--- src/rtl/swcc_pkg.sv ---
// swcc_pkg: widths, register indexes, reset values and shared types
// for the sliding-window critical counter; no dependencies
package swcc_pkg;

  localparam int unsigned READING_W      = 12;
  localparam int unsigned COUNT_W        = 16;
  localparam int unsigned HIGH_CNT_W     = 3;
  localparam int unsigned CFG_IDX_W      = 2;
  localparam int unsigned CFG_DATA_W     = 12;
  localparam int unsigned WINDOW_LEN_DEF = 5;

  localparam logic [CFG_IDX_W-1:0] CFG_UPPER_LIMIT    = 2'd0;
  localparam logic [CFG_IDX_W-1:0] CFG_HIGH_LEVEL     = 2'd1;
  localparam logic [CFG_IDX_W-1:0] CFG_MIN_HIGH_COUNT = 2'd2;
  localparam logic [CFG_IDX_W-1:0] CFG_MIN_AVERAGE    = 2'd3;

  localparam logic [READING_W-1:0]  UPPER_LIMIT_RST    = 12'd150;
  localparam logic [READING_W-1:0]  HIGH_LEVEL_RST     = 12'd70;
  localparam logic [HIGH_CNT_W-1:0] MIN_HIGH_COUNT_RST = 3'd3;
  localparam logic [READING_W-1:0]  MIN_AVERAGE_RST    = 12'd90;

  typedef struct packed {
    logic [READING_W-1:0]  upper_limit;
    logic [READING_W-1:0]  high_level;
    logic [HIGH_CNT_W-1:0] min_high_count;
    logic [READING_W-1:0]  min_average;
  } cfg_t;

  // status of the word held in the window stage
  typedef struct packed {
    logic valid;
    logic full;
    logic eos;
  } stage_t;

endpackage

--- src/rtl/swcc_window.sv ---
// swcc_window: input stage holding the reading shift register and fill level
// depends on swcc_pkg
module swcc_window #(
  parameter int unsigned WINDOW_LEN = swcc_pkg::WINDOW_LEN_DEF
) (
  input  logic                                           clk_i,
  input  logic                                           rst_ni,
  input  logic                                           in_valid_i,
  output logic                                           in_ready_o,
  input  logic [swcc_pkg::READING_W-1:0]                 reading_i,
  input  logic                                           end_of_sequence_i,
  input  logic                                           drain_i,
  output swcc_pkg::stage_t                               stage_o,
  output logic [WINDOW_LEN-1:0][swcc_pkg::READING_W-1:0] window_o
);
  import swcc_pkg::*;

  localparam int unsigned FILL_W = $clog2(WINDOW_LEN + 1);
  localparam logic [FILL_W-1:0] FILL_MAX = FILL_W'(WINDOW_LEN);
  localparam logic [FILL_W-1:0] FULL_AT  = FILL_W'(WINDOW_LEN - 1);

  logic [WINDOW_LEN-1:0][READING_W-1:0] win_q, win_d;
  logic [FILL_W-1:0] fill_q, fill_d;
  stage_t stage_q, stage_d;
  logic take;

  assign in_ready_o = !stage_q.valid || drain_i;
  assign take       = in_valid_i && in_ready_o;

  always_comb begin
    win_d   = win_q;
    fill_d  = fill_q;
    stage_d = stage_q;
    if (take) begin
      // newest reading at entry 0
      win_d         = {win_q[WINDOW_LEN-2:0], reading_i};
      stage_d.valid = 1'b1;
      stage_d.full  = (fill_q >= FULL_AT);
      stage_d.eos   = end_of_sequence_i;
      if (end_of_sequence_i) begin
        fill_d = '0;
      end else if (fill_q != FILL_MAX) begin
        fill_d = fill_q + 1'b1;
      end
    end else if (drain_i) begin
      stage_d.valid = 1'b0;
    end
  end

  always_ff @(posedge clk_i or negedge rst_ni) begin
    if (!rst_ni) begin
      fill_q  <= '0;
      stage_q <= '0;
    end else begin
      fill_q  <= fill_d;
      stage_q <= stage_d;
    end
  end

  always_ff @(posedge clk_i) begin
    win_q <= win_d;
  end

  assign stage_o  = stage_q;
  assign window_o = win_q;

  a_fill_bounded : assert property (@(posedge clk_i) disable iff (!rst_ni)
    fill_q <= FILL_MAX)
    else $error("fill level beyond window length");

  a_eos_clears_fill : assert property (@(posedge clk_i) disable iff (!rst_ni)
    take && end_of_sequence_i |=> fill_q == '0)
    else $error("fill level not cleared after end of sequence");

  a_full_needs_fill : assert property (@(posedge clk_i) disable iff (!rst_ni)
    take && (fill_q < FULL_AT) |=> !stage_q.full)
    else $error("window marked full too early");

endmodule

--- src/rtl/swcc_judge.sv ---
// swcc_judge: combinational check of one full window against the limits
// depends on swcc_pkg
module swcc_judge #(
  parameter int unsigned WINDOW_LEN = swcc_pkg::WINDOW_LEN_DEF
) (
  input  logic [WINDOW_LEN-1:0][swcc_pkg::READING_W-1:0] window_i,
  input  swcc_pkg::cfg_t                                 cfg_i,
  output logic                                           critical_o
);
  import swcc_pkg::*;

  localparam int unsigned SUM_W  = READING_W + $clog2(WINDOW_LEN);
  localparam int unsigned HCNT_W = $clog2(WINDOW_LEN + 1);
  localparam int unsigned HC_W   = (HCNT_W > HIGH_CNT_W) ? HCNT_W : HIGH_CNT_W;

  logic [SUM_W-1:0] sum;
  logic [SUM_W-1:0] avg_floor;
  logic [HC_W-1:0]  highs;
  logic             over;

  // truncated sum/len >= min_average is the same as sum >= min_average*len
  assign avg_floor = SUM_W'(cfg_i.min_average) * SUM_W'(WINDOW_LEN);

  always_comb begin
    sum   = '0;
    highs = '0;
    over  = 1'b0;
    for (int i = 0; i < WINDOW_LEN; i++) begin
      sum   = sum + SUM_W'(window_i[i]);
      highs = highs + HC_W'(window_i[i] >= cfg_i.high_level);
      over  = over | (window_i[i] > cfg_i.upper_limit);
    end
  end

  assign critical_o = !over && (highs >= HC_W'(cfg_i.min_high_count)) && (sum >= avg_floor);

endmodule

--- src/rtl/sliding_window_critical_counter_core.sv ---
// sliding_window_critical_counter_core: top level with config registers,
// critical counter and result register; depends on swcc_pkg, swcc_window, swcc_judge
//
// Takes one reading per cycle on a valid/ready input and gives exactly one
// result per reading on a valid/ready output. There are two register stages.
// The reading enters the window shift register at the edge that accepts it.
// When the window stage advances, the result register is loaded with the
// judgement of that window (adder over the window plus compares) and the
// updated saturating count, and the result is offered from there. Full
// throughput holds as long as the output is taken; ready on the input drops
// only when both the window stage and the result register are occupied and
// the result is not being taken. Limits are to be written on the cfg port
// only while no reading is in flight; the core does not enforce this.
module sliding_window_critical_counter_core #(
  parameter int unsigned WINDOW_LEN = swcc_pkg::WINDOW_LEN_DEF
) (
  input  logic                            clk_i,
  input  logic                            rst_ni,
  input  logic                            in_valid_i,
  output logic                            in_ready_o,
  input  logic [swcc_pkg::READING_W-1:0]  reading_i,
  input  logic                            end_of_sequence_i,
  output logic                            out_valid_o,
  input  logic                            out_ready_i,
  output logic                            window_full_o,
  output logic                            window_critical_o,
  output logic [swcc_pkg::COUNT_W-1:0]    critical_total_o,
  output logic                            sequence_done_o,
  input  logic                            cfg_we_i,
  input  logic [swcc_pkg::CFG_IDX_W-1:0]  cfg_idx_i,
  input  logic [swcc_pkg::CFG_DATA_W-1:0] cfg_data_i
);
  import swcc_pkg::*;

  cfg_t cfg_q, cfg_d;
  stage_t stage;
  logic [WINDOW_LEN-1:0][READING_W-1:0] window;
  logic critical, crit_hit, drain, advance;
  logic [COUNT_W-1:0] count_q, count_d, total;
  logic out_valid_q, out_valid_d;
  logic full_q, crit_q, eos_q;
  logic [COUNT_W-1:0] total_q;

  always_comb begin
    cfg_d = cfg_q;
    if (cfg_we_i) begin
      case (cfg_idx_i)
        CFG_UPPER_LIMIT:    cfg_d.upper_limit    = cfg_data_i;
        CFG_HIGH_LEVEL:     cfg_d.high_level     = cfg_data_i;
        CFG_MIN_HIGH_COUNT: cfg_d.min_high_count = cfg_data_i[HIGH_CNT_W-1:0];
        CFG_MIN_AVERAGE:    cfg_d.min_average    = cfg_data_i;
        default:            cfg_d = cfg_q;
      endcase
    end
  end

  swcc_window #(
    .WINDOW_LEN(WINDOW_LEN)
  ) u_window (
    .clk_i            (clk_i),
    .rst_ni           (rst_ni),
    .in_valid_i       (in_valid_i),
    .in_ready_o       (in_ready_o),
    .reading_i        (reading_i),
    .end_of_sequence_i(end_of_sequence_i),
    .drain_i          (drain),
    .stage_o          (stage),
    .window_o         (window)
  );

  swcc_judge #(
    .WINDOW_LEN(WINDOW_LEN)
  ) u_judge (
    .window_i  (window),
    .cfg_i     (cfg_q),
    .critical_o(critical)
  );

  assign drain    = !out_valid_q || out_ready_i;
  assign advance  = drain && stage.valid;
  assign crit_hit = critical && stage.full;
  // saturate at all ones
  assign total    = count_q + COUNT_W'(crit_hit && (count_q != '1));

  always_comb begin
    count_d     = count_q;
    out_valid_d = out_valid_q;
    if (advance) begin
      count_d     = stage.eos ? '0 : total;
      out_valid_d = 1'b1;
    end else if (drain) begin
      out_valid_d = 1'b0;
    end
  end

  always_ff @(posedge clk_i or negedge rst_ni) begin
    if (!rst_ni) begin
      cfg_q.upper_limit    <= UPPER_LIMIT_RST;
      cfg_q.high_level     <= HIGH_LEVEL_RST;
      cfg_q.min_high_count <= MIN_HIGH_COUNT_RST;
      cfg_q.min_average    <= MIN_AVERAGE_RST;
      count_q              <= '0;
      out_valid_q          <= 1'b0;
    end else begin
      cfg_q       <= cfg_d;
      count_q     <= count_d;
      out_valid_q <= out_valid_d;
    end
  end

  always_ff @(posedge clk_i) begin
    if (advance) begin
      full_q  <= stage.full;
      crit_q  <= crit_hit;
      eos_q   <= stage.eos;
      total_q <= total;
    end
  end

  assign out_valid_o       = out_valid_q;
  assign window_full_o     = full_q;
  assign window_critical_o = crit_q;
  assign critical_total_o  = total_q;
  assign sequence_done_o   = eos_q;

  a_crit_needs_full : assert property (@(posedge clk_i) disable iff (!rst_ni)
    out_valid_o && window_critical_o |-> window_full_o)
    else $error("critical result from a window that is not full");

  a_crit_counted : assert property (@(posedge clk_i) disable iff (!rst_ni)
    out_valid_o && window_critical_o |-> critical_total_o != '0)
    else $error("critical window not reflected in total");

  a_count_step : assert property (@(posedge clk_i) disable iff (!rst_ni)
    1'b1 |=> (count_q == $past(count_q)) || (count_q == $past(count_q) + 1'b1)
             || (count_q == '0))
    else $error("critical count moved by more than one");

  a_stall_needs_stage : assert property (@(posedge clk_i) disable iff (!rst_ni)
    !in_ready_o |-> stage.valid && out_valid_q)
    else $error("input stalled with free stages");

endmodule

--- config.mk ---
export PLATFORM = sky130hd
export DESIGN_NAME = sliding_window_critical_counter_core
export DESIGN_NICKNAME = d
export VERILOG_FILES = /design/src/rtl/swcc_pkg.sv /design/src/rtl/swcc_window.sv /design/src/rtl/swcc_judge.sv /design/src/rtl/sliding_window_critical_counter_core.sv
export SDC_FILE = /design/constraint.sdc
export NUM_CORES = 1
export LEC_CHECK = 0
export ABC_AREA = 1
export BUFFER_PORTS_ARGS = -buffer_cell sky130_fd_sc_hd__buf_2
export CAP_MARGIN = 20
export CELL_PAD_IN_SITES_DETAIL_PLACEMENT = 0
export CELL_PAD_IN_SITES_GLOBAL_PLACEMENT = 2
export CORE_UTILIZATION = 43
export CTS_CLUSTER_DIAMETER = 120
export DETAILED_ROUTE_END_ITERATION = 16
export PLACE_DENSITY_LB_ADDON = 0.05
export SYNTH_ARGS = -nofsm -noshare
export SYNTH_HDL_FRONTEND = slang
export SYNTH_SLANG_ARGS = --single-unit
--- constraint.sdc ---
create_clock -name clk_i -period 10.85 [get_ports clk_i]
set_input_delay 0.5425 -clock clk_i [delete_from_list [all_inputs] [get_ports clk_i]]
set_output_delay 0.5425 -clock clk_i [all_outputs]
set_load 0.05 [all_outputs]
==> results of run 1 <==
[cell families after synthesis]
group                    after synthesis  share of synthesized area, %
adder cells (fa/ha/maj)              219                          27.5
AND/OR/NAND/NOR                      393                          15.6
XOR/XNOR                              42                          3.57
flip-flops                           141                          36.8
buffers and inverters                207                          7.27
AO/OA/AOI/OAI                        185                          9.24
[cells in the final DEF, fill, tap and decap left out, types with 2 or more instances in the layout]
master	Yosys	layout
inv_2	5	5
nand4_1	18	18
nor2_4	4	4
o21ai_0	73	73
nand2_1	240	240
nor2_1	58	58
clkinv_8	0	4
edfxtp_1	79	79
inv_1	194	194
a211oi_1	5	5
o21bai_1	2	2
clkbuf_16	0	17
dfstp_2	13	13
a21oi_1	79	79
and2_1	3	3
buf_2	1	52
xnor2_1	12	12
buf_4	0	2
inv_8	0	6
a21o_1	7	7
xor2_2	2	2
ha_1	191	191
o2111ai_1	2	2
o22ai_1	2	2
fa_1	28	28
xor2_1	28	28
o31ai_1	2	2
nand3_1	51	51
nor3_1	12	12
o21ai_1	9	9
a22o_1	2	2
nand2_2	3	3
dfrtp_1	49	49
clkinv_4	0	2
[cell usage after synthesis (3+ instances only)]
library cell,number,area share [%]
nand2_1,240,8.4
inv_1,194,6.8
ha_1,191,22
a21oi_1,79,3.7
edfxtp_1,79,22
o21ai_0,73,3.4
nor2_1,58,2.0
nand3_1,51,2.4
dfrtp_1,49,11
fa_1,28,5.2
xor2_1,28,2.3
nand4_1,18,1.1
dfstp_2,13,3.2
nor3_1,12,0.56
xnor2_1,12,0.98
o21ai_1,9,0.42
a21o_1,7,0.49
clkbuf_1,7,0.25
a211oi_1,5,0.35
inv_2,5,0.18
nor2_4,4,0.42
and2_1,3,0.18
nand2_2,3,0.18
[path summary, 6_finish.rpt]
path | end | slack [ns] | cells after the start
max reg2reg | count_q[14] | 4.36 | 34
min reg2reg | cfg_q[36] | 0.49 | 2
max in group asynchronous | count_q[15] | 10.03 | 2
max | count_q[14] | 4.36 | 34
min in group asynchronous | cfg_q[7] | 0.28 | 2
min | u_window.window_o[8] | 0.27 | 1
[layout make-up]
class / count / share of cell area [%]
Clock buffer: 17 / 3.54
Multi-Input combinational cell: 839 / 49.9
Timing Repair Buffer: 56 / 2.62
Sequential cell: 141 / 32.8
Inverter: 199 / 6.22
Tap cell: 324 / 3.38
Clock inverter: 15 / 1.52
[stage by stage]
| stage | util (%) | hold WS [ns] | total power [mW] | cell area (µm²) |
|---|---|---|---|---|
| floorplan | - | 0.247 | 1.66 | 10700 |
| global placement | 46.6 | 0.458 | 2.01 | 11400 |
| detailed placement | 46.6 | 0.455 | 2.01 | 11400 |
| CTS | 49.1 | 0.256 | 2.64 | 12000 |
| global route | 49.2 | 0.260 | 2.87 | 12000 |
| finish | 49.2 | 0.272 | 2.61 | 12000 |
[layer usage]
layer,up-vias,GRT usage (%),wire length (µm)
met3,16,2.75,534
met2,100,36.4,12400
li1,4104,-,-
met5,-,0,0
met1,3678,32.5,14200
met4,0,5.80,325
[flip-flops by register name, indices dropped and copies added, names as in the netlist]
register	flops
u_window.fill_q	3
cfg_q	39
critical_total_o	16
window_critical_o	1
count_q	16
sequence_done_o	1
u_window.window_o	60
u_window.stage_o	3
window_full_o	1
out_valid_o	1
[report_power, final]
part	total (mW)	internal (mW)	switching [mW]
Combinational	1.31	0.500	0.814
Clock	0.607	0.314	0.293
Sequential	0.691	0.638	0.0528
==> results.sh, run 1 <==
export IMPL_status="complete, no violations"
export IMPL_hold_class="in -> reg"
export IMPL_skew_ns=0.0213
export IMPL_via_per_inst=4.96
export IMPL_worst_path_max_delay_cell="fa_1"
export IMPL_leakage_nw=5.91
export IMPL_cts_resized=0
export IMPL_die_area_um2=25500
export IMPL_drt_total_wl_mm=27.4
export IMPL_cpLargestDelayFamily="adder cells"
export IMPL_overflow=0
export IMPL_first_pass_iters=7
export IMPL_first_iter_violations=423
export IMPL_ios=53
export IMPL_synth_warnings=0
export IMPL_clockRootBuffer="clkbuf_16"
export IMPL_post_cts_buffers=0
export IMPL_grt_pass1_wl_mm=44.2
export IMPL_synth_edf_count=79
export IMPL_synth_seq_cells=141
export IMPL_postSynthAreaPerCell_um2=9.02
export IMPL_final_cell_count_no_fill=1591
export IMPL_cts_tree="built"
export IMPL_syn_nets=1438
export IMPL_rows=57
export IMPL_fp_dieH_um=160
export IMPL_multi_input_area_um2=5990
export IMPL_gp_congestion=0.797
export IMPL_fmax_ghz=0.154
export IMPL_die_w_um=160
export IMPL_finalMaxSlewViolations=0
export IMPL_min_delay_start="reading_i[8]"
export IMPL_placedCellCount=1558
export IMPL_crit_path_start_kind="register"
export IMPL_clock_sinks=141
export IMPL_synthFlopType="edfxtp_1"
export IMPL_timing_rr_start="u_window.window_o[0]"
export IMPL_grt_max_degree=63
export IMPL_drive_gt1_share_pct=9.31
export IMPL_antenna_found_initial=0
export IMPL_dp_hpwl_mm=21.8
export IMPL_rsz0062_at_grt="false"
export IMPL_yosysUniqueCellTypes=36
export IMPL_cellPowerDensity_nw_per_um2=218
export IMPL_end_kind="register"
export IMPL_port_buffers=52
export IMPL_setup_viol=0
export IMPL_period_share_pct=59.8
export IMPL_tightest_slew_ns=0.945
export IMPL_fin_nets=1505
export IMPL_pre_cts_ws_ns=4.38
export IMPL_clk_pin_slew_ns=0.08
export IMPL_slew_headroom_pct=36.9
export IMPL_synth_async_reset_ratio_pct=44.0
export IMPL_path_buf_inv=4
export IMPL_crit_type="reg -> reg"
export IMPL_grt_usage_pct=22.7
export IMPL_grt_pass1_vias=7957
export IMPL_antenna_left=0
export IMPL_fin_ws_ns=4.36
export IMPL_worstSkewPairLatency_ns=0.44
export IMPL_initial_utilization_pct=43.9
export IMPL_cts_buffers=17
export IMPL_route_vias_total=7898
export IMPL_diodes=0
export IMPL_hold_buffers=0
export IMPL_area_sequential_um2=3940
export IMPL_cp_arrival_ns=6.87
export IMPL_wl_per_cell_um=17.2
export IMPL_crit_start="u_window.window_o[0]"
export IMPL_peakVddDrop_v=0.000136
export IMPL_synth_cells=1187
export IMPL_timing_hold_violations_final=0
export IMPL_htreeDepth=4
export IMPL_cp_required_ns=11.23
export IMPL_crit_top_cell="ha_1"
export IMPL_synth_seq_area_share_pct=36.8
export IMPL_maxCapViolCount=0
export IMPL_areaGrowthSynthToFinish_pct=12.1
export IMPL_cpPeakStageDelay_ns=0.50
export IMPL_drc=0
export IMPL_crit_fanout=4
export IMPL_synthesis_area_um2=10700
export IMPL_fin_crit_ns=6.49
export IMPL_coreArea_um2=24400
export IMPL_fin_setup_tns_ns=0
export IMPL_num_fill_cells=2422
export IMPL_cts_buffer_depth=2
(Power assumes the default switching activity.)
==> run 2: changes to the inputs <==
--- a/config.mk
+++ b/config.mk
@@ -5,12 +5,12 @@
 export SDC_FILE = /design/constraint.sdc
 export NUM_CORES = 1
 export LEC_CHECK = 0
-export ABC_AREA = 1
+export ABC_AREA = 0
 export BUFFER_PORTS_ARGS = -buffer_cell sky130_fd_sc_hd__buf_2
 export CAP_MARGIN = 20
 export CELL_PAD_IN_SITES_DETAIL_PLACEMENT = 0
 export CELL_PAD_IN_SITES_GLOBAL_PLACEMENT = 2
-export CORE_UTILIZATION = 43
+export CORE_UTILIZATION = 42
 export CTS_CLUSTER_DIAMETER = 120
 export DETAILED_ROUTE_END_ITERATION = 16
 export PLACE_DENSITY_LB_ADDON = 0.05
==> constraint.sdc (replaced) <==
create_clock -name clk_i -period 6.59 [get_ports clk_i]
set_input_delay 0.3295 -clock clk_i [delete_from_list [all_inputs] [get_ports clk_i]]
set_output_delay 0.3295 -clock clk_i [all_outputs]
set_load 0.05 [all_outputs]
==> results.sh, run 2 <==
export IMPL_port_buffers=52
export IMPL_synth_simple_area_share_pct=8.30
export IMPL_status="finished with violations"
export IMPL_areaGrowthSynthToFinish_pct=21.9
export IMPL_synthesis_area_um2=10300
export IMPL_cts_buffer_depth=2
export IMPL_cp_arrival_ns=7.24
export IMPL_crit_type="reg -> reg"
export IMPL_grt_pass1_vias=7729
export IMPL_tightest_slew_ns=0.936
export IMPL_yosys_area_top_type="ha_1"
export IMPL_fin_setup_tns_ns=-4.42
export IMPL_reg2reg_depth=31
export IMPL_die_w_um=159
export IMPL_via_per_inst=5.21
export IMPL_ios=53
export IMPL_drc=0
export IMPL_crit_fanout=4
export IMPL_worst_path_max_delay_cell="edfxtp_1"
export IMPL_htreeDepth=4
export IMPL_grt_usage_pct=21.6
export IMPL_synthTopCellsByArea="ha_1 (23%), edfxtp_1 (23%), dfrtp_1 (12%)"
export IMPL_initial_utilization_pct=42.6
export IMPL_synthAdderAreaFrac_pct=28.6
export IMPL_postSynthAreaPerCell_um2=11.0
export IMPL_ys_top_cells_by_count="ha_1 (191), inv_1 (97), edfxtp_1 (79), a21oi_1 (62), o21ai_0 (55)"
export IMPL_synth_most_common_cell="ha_1"
export IMPL_total_power_mw=4.57
export IMPL_holdPathEnd="u_window.window_o[10]"
export IMPL_fp_dieH_um=159
export IMPL_cellPowerDensity_nw_per_um2=363
export IMPL_fin_ws_ns=-0.313
export IMPL_hold_buffers=0
export IMPL_synth_xor_area_share_pct=3.48
export IMPL_clock_sinks=141
export IMPL_fin_crit_ns=6.90
export IMPL_synth_seq_cells=141
export IMPL_synth_top_family_by_area="adder cells"
export IMPL_synth_edf_count=79
export IMPL_route_vias_total=7460
export IMPL_die_area_um2=25200
export IMPL_synth_seq_area_share_pct=38.2
export IMPL_yosysUniqueCellTypes=57
export IMPL_rsz0062_at_grt="true"
export IMPL_hold_class="in -> reg"
export IMPL_postLayoutCellArea_um2=12600
export IMPL_wl_per_cell_um=18.1
export IMPL_setup_viol=24
export IMPL_r2r_end="count_q[8]"
export IMPL_synth_mux_area_share_pct=3.26
export IMPL_maxCapViolCount=0
export IMPL_antenna_left=0
export IMPL_grt_max_degree=69
export IMPL_cpPeakStageDelay_ns=0.46
export IMPL_cts_tree="built"
export IMPL_first_iter_violations=281
export IMPL_timing_rr_start="u_window.window_o[1]"
export IMPL_rows=57
export IMPL_fin_nets=1347
export IMPL_worstSkewPairLatency_ns=0.44
export IMPL_fmax_ghz=0.145
export IMPL_pre_cts_ws_ns=-0.641
export IMPL_synth_warnings=0
export IMPL_final_cell_mix="ha_1 (184), inv_1 (92), buf_4 (91)"
export IMPL_crit_path_start_kind="register"
export IMPL_num_fill_cells=2202
export IMPL_violations="setup timing"
export IMPL_cp_required_ns=6.92
export IMPL_final_common_cell="ha_1"
export IMPL_final_cell_count_no_fill=1433
export IMPL_end_kind="register"
export IMPL_gp_congestion=0.782
export IMPL_clockRootBuffer="clkbuf_16"
export IMPL_grt_pass1_wl_mm=41.6
export IMPL_synth_async_reset_ratio_pct=44.0
export IMPL_coreArea_um2=24200
export IMPL_overflow=0
export IMPL_slew_headroom_pct=37.6
export IMPL_yosys_area_top_type_share_pct=23.1
export IMPL_antenna_found_initial=0
export IMPL_synth_compound_area_share_pct=14.3
export IMPL_holdWs_ns=0.0607
export IMPL_synth_cells=941
export IMPL_first_pass_iters=7
export IMPL_period_share_pct=105
export IMPL_drive_gt1_share_pct=25.4
export IMPL_place_area_um2=11700
export IMPL_peakVddDrop_v=0.000188
export IMPL_cts_buffers=17
export IMPL_fin_util_pct=51.9
export IMPL_diodes=0
export IMPL_timing_hold_violations_final=0
export IMPL_placedCellCount=1389
export IMPL_dp_hpwl_mm=20.5
export IMPL_synthFlopType="edfxtp_1"
export IMPL_skew_ns=0.0140
export IMPL_ff2ff_setup_slack_ns=-0.31
export IMPL_largest_reg_flops=60
export IMPL_min_delay_start="reading_i[10]"
export IMPL_drt_total_wl_mm=25.9
export IMPL_syn_nets=1192
export IMPL_min_path_cells=1
export IMPL_clk_pin_slew_ns=0.07
export IMPL_leakage_nw=5.89
export IMPL_finalMaxSlewViolations=0
## run 2: kinds of logic after synthesis
kind of cell               Yosys count
xor gates and xnor gates            41
DFF                                141
adders and majority gates          219
and+or+nand+nor                    171
muxes                               30
AOI/OAI and AO/OA                  230
buffers and inverters              109
## run 2: area by class of cell
type,instances,area (µm²),area share (%)
Clock inverter,15,168,1.33
Timing Repair Buffer,148,1000,7.94
Tap cell,324,405,3.22
Sequential cell,141,3940,31.3
Inverter,97,364,2.89
Clock buffer,17,425,3.38
Multi-Input combinational cell,691,6290,49.9
## run 2: metal layers
metal | part of all wire [%] | wire (µm) | vias up | track usage [%]
met1 | 47 | 12100 | 3567 | 28.3
met3 | 2.6 | 678 | 23 | 2.66
met5 | 0 | 0 | - | 0
met4 | 1.5 | 401 | 0 | 6.31
li1 | - | - | 3767 | -
met2 | 49 | 12800 | 103 | 37.1
## run 2: worst max path at each step
| stage | startpoint | end | depth (start not counted) |
|---|---|---|---|
| 3_3_place_gp | u_window.window_o[1] | count_q[10] | 30 |
| 5_1_grt | u_window.window_o[1] | count_q[12] | 35 |
| 3_5_place_dp | u_window.window_o[1] | count_q[12] | 30 |
| 4_1_cts | u_window.window_o[12] | count_q[12] | 33 |
| 6_report | u_window.window_o[1] | count_q[8] | 31 |
| 2_1_floorplan | u_window.window_o[13] | count_q[12] | 29 |
## run 2: critical path, delay by kind of cell, from the launching register on
family | cells | cell delay, ns
adder cells (fa/ha/maj) | 7 | 2.08
AO/OA/AOI/OAI | 8 | 1.80
AND/OR/NAND/NOR | 9 | 1.42
buffers and inverters | 4 | 0.53
XOR/XNOR | 3 | 0.49
flip-flops | 1 | 0.46
## run 2: repair_timing
item,4_1_cts,5_1_grt
pin swaps,33,25
buffers inserted,8,5
resized for setup,27,36
setup endpoints to repair,30,30
## run 2: where the power goes
part / internal [mW] / leakage, nW / switching [mW]
Clock: 0.542 / 0.295 / 0.460
Combinational: 1.17 / 4.07 / 1.30
Sequential: 1.04 / 1.52 / 0.0681
Total: 2.75 / 5.89 / 1.83
==> run 3: changes to the inputs <==
--- a/config.mk
+++ b/config.mk
@@ -5,12 +5,12 @@
 export SDC_FILE = /design/constraint.sdc
 export NUM_CORES = 1
 export LEC_CHECK = 0
-export ABC_AREA = 0
+export ABC_AREA = 1
 export BUFFER_PORTS_ARGS = -buffer_cell sky130_fd_sc_hd__buf_2
 export CAP_MARGIN = 20
 export CELL_PAD_IN_SITES_DETAIL_PLACEMENT = 0
 export CELL_PAD_IN_SITES_GLOBAL_PLACEMENT = 2
-export CORE_UTILIZATION = 42
+export CORE_UTILIZATION = 40
 export CTS_CLUSTER_DIAMETER = 120
 export DETAILED_ROUTE_END_ITERATION = 16
 export PLACE_DENSITY_LB_ADDON = 0.05
==> results.sh, run 3 (synthesis gave the netlist of run 1 again) <==
export IMPL_overflow=0
export IMPL_drt_total_wl_mm=27.9
export IMPL_coreArea_um2=26100
export IMPL_leakage_nw=5.96
export IMPL_ios=53
export IMPL_clock_sinks=141
export IMPL_antenna_found_initial=0
export IMPL_htreeDepth=4
export IMPL_cts_buffers=17
export IMPL_reg2reg_depth=36
export IMPL_pre_cts_ws_ns=0.0919
export IMPL_dp_hpwl_mm=22.4
export IMPL_crit_top_cell="nand2_1"
export IMPL_drive_gt1_share_pct=11.3
export IMPL_final_cell_mix="nand2_1 (239), inv_1 (194), ha_1 (188)"
export IMPL_clockRootBuffer="clkbuf_16"
export IMPL_crit_fanout=4
export IMPL_rows=59
export IMPL_r2r_end="critical_total_o[15]"
export IMPL_first_pass_iters=13
export IMPL_end_kind="register"
export IMPL_hold_buffers=0
export IMPL_first_iter_violations=438
export IMPL_peakVddDrop_v=0.000210
export IMPL_holdPathEnd="u_window.window_o[8]"
export IMPL_timing_rr_start="u_window.window_o[12]"
export IMPL_route_vias_total=7883
export IMPL_cts_buffer_depth=2
export IMPL_cpPeakStageDelay_ns=0.50
export IMPL_postLayoutCellArea_um2=12200
export IMPL_gp_congestion=0.817
export IMPL_fin_ws_ns=0.442
export IMPL_clk_pin_slew_ns=0.08
export IMPL_diodes=0
export IMPL_tightest_slew_ns=0.891
export IMPL_fin_nets=1514
export IMPL_min_path_cells=1
export IMPL_die_area_um2=27400
export IMPL_initial_utilization_pct=41.0
export IMPL_hold_class="in -> reg"
export IMPL_cp_arrival_ns=6.34
export IMPL_violations="DRC"
export IMPL_wl_per_cell_um=17.3
export IMPL_crit_path_start_kind="register"
export IMPL_min_delay_start="reading_i[8]"
export IMPL_worst_path_max_delay_cell="fa_1"
export IMPL_place_area_um2=11400
export IMPL_slew_headroom_pct=40.4
export IMPL_antenna_left=0
export IMPL_status="finished with violations"
export IMPL_setup_viol=0
export IMPL_cp_required_ns=6.78
export IMPL_grt_max_degree=63
export IMPL_final_cell_count_no_fill=1611
export IMPL_largest_reg_flops=60
export IMPL_grt_pass1_vias=7799
export IMPL_fin_util_pct=46.6
export IMPL_num_fill_cells=2579
export IMPL_fp_dieH_um=166
export IMPL_port_buffers=52
export IMPL_finalMaxSlewViolations=0
export IMPL_areaGrowthSynthToFinish_pct=13.7
export IMPL_crit_type="reg -> reg"
export IMPL_skew_ns=0.0198
export IMPL_grt_pass1_wl_mm=44.5
export IMPL_cellPowerDensity_nw_per_um2=358
export IMPL_ff2ff_setup_slack_ns=0.44
export IMPL_die_w_um=166
export IMPL_grt_usage_pct=21.3
export IMPL_fmax_ghz=0.163
export IMPL_period_share_pct=93.3
export IMPL_multi_input_area_um2=6070
export IMPL_worstSkewPairLatency_ns=0.44
export IMPL_cts_tree="built"
export IMPL_drc=2
export IMPL_timing_hold_violations_final=0
export IMPL_fin_setup_tns_ns=0
export IMPL_placedCellCount=1574
export IMPL_fin_crit_ns=6.15
export IMPL_via_per_inst=4.89
export IMPL_area_sequential_um2=3940
export IMPL_maxCapViolCount=0
export IMPL_final_common_cell="nand2_1"
==> run 3: cell count changes in the layout (fill, tap and decap cells not counted), sizes merged, moves of 11 or more <==
cell    before  now
o21ai       55   83
nand2b      14    0
buf        148   65
mux2        29    0
nor2        31   62
a21o        35    7
nand3       10   52
o31a        11    0
nand2       51  243
a21oi       62   79
inv        107  205
==> run 3: worst max path at each step <==
stage	end	cells after the start	startpoint	slack, ns
6_report	critical_total_o[15]	36	u_window.window_o[12]	0.44
5_1_grt	critical_total_o[15]	36	u_window.window_o[12]	-0.01
3_3_place_gp	count_q[14]	35	u_window.window_o[12]	0.03
2_1_floorplan	count_q[14]	35	u_window.window_o[0]	0.94
4_1_cts	count_q[14]	35	u_window.window_o[12]	0.03
3_5_place_dp	count_q[14]	35	u_window.window_o[12]	0.09
==> run 3: where the power goes <==
group          leakage, nW  switching [mW]  internal [mW]  total, mW
Combinational         4.12            1.37          0.845       2.22
Clock                0.301           0.488          0.519       1.01
Sequential            1.54          0.0850           1.05       1.13
==> run 3: stage by stage <==
step | hold slack, ns | total power [mW]
floorplan | 0.0339 | 2.73
global placement | 0.441 | 3.34
detailed placement | 0.437 | 3.33
CTS | 0.0441 | 4.36
global route | 0.0484 | 4.79
finish | 0.0679 | 4.36
==> run 3: layer usage <==
layer | part of all wire (%) | wire length, µm | up-vias | track usage (%)
met5 | 0 | 0 | - | 0
met4 | 1.1 | 310 | 0 | 5.20
met3 | 3.6 | 1010 | 16 | 2.75
met2 | 44 | 12300 | 136 | 33.2
met1 | 51 | 14300 | 3607 | 31.3
li1 | - | - | 4124 | -
==> run 3: layout make-up <==
class                   count  area share [%]
multi-input cells         839            49.9
flip-flops and latches    141            32.4
inverters                 199            6.13
clock buffers              17            3.49
well taps                 335            3.44
repair buffers             65            3.10
clock inverters            15            1.61
==> run 3: worst max-delay path, delay by kind of cell (launching register included) <==
family,cells,cell delay (ns)
buffers and inverters,5,0.29
AND/OR/NAND/NOR,19,1.92
adder cells (fa/ha/maj),7,2.43
XOR/XNOR,2,0.30
flip-flops,1,0.40
AO/OA/AOI/OAI,3,0.57
==> run 3: timing repair <==
action	in CTS	in global routing
endpoints found under the setup margin	0	23
resized for setup	0	21
setup buffers	0	4
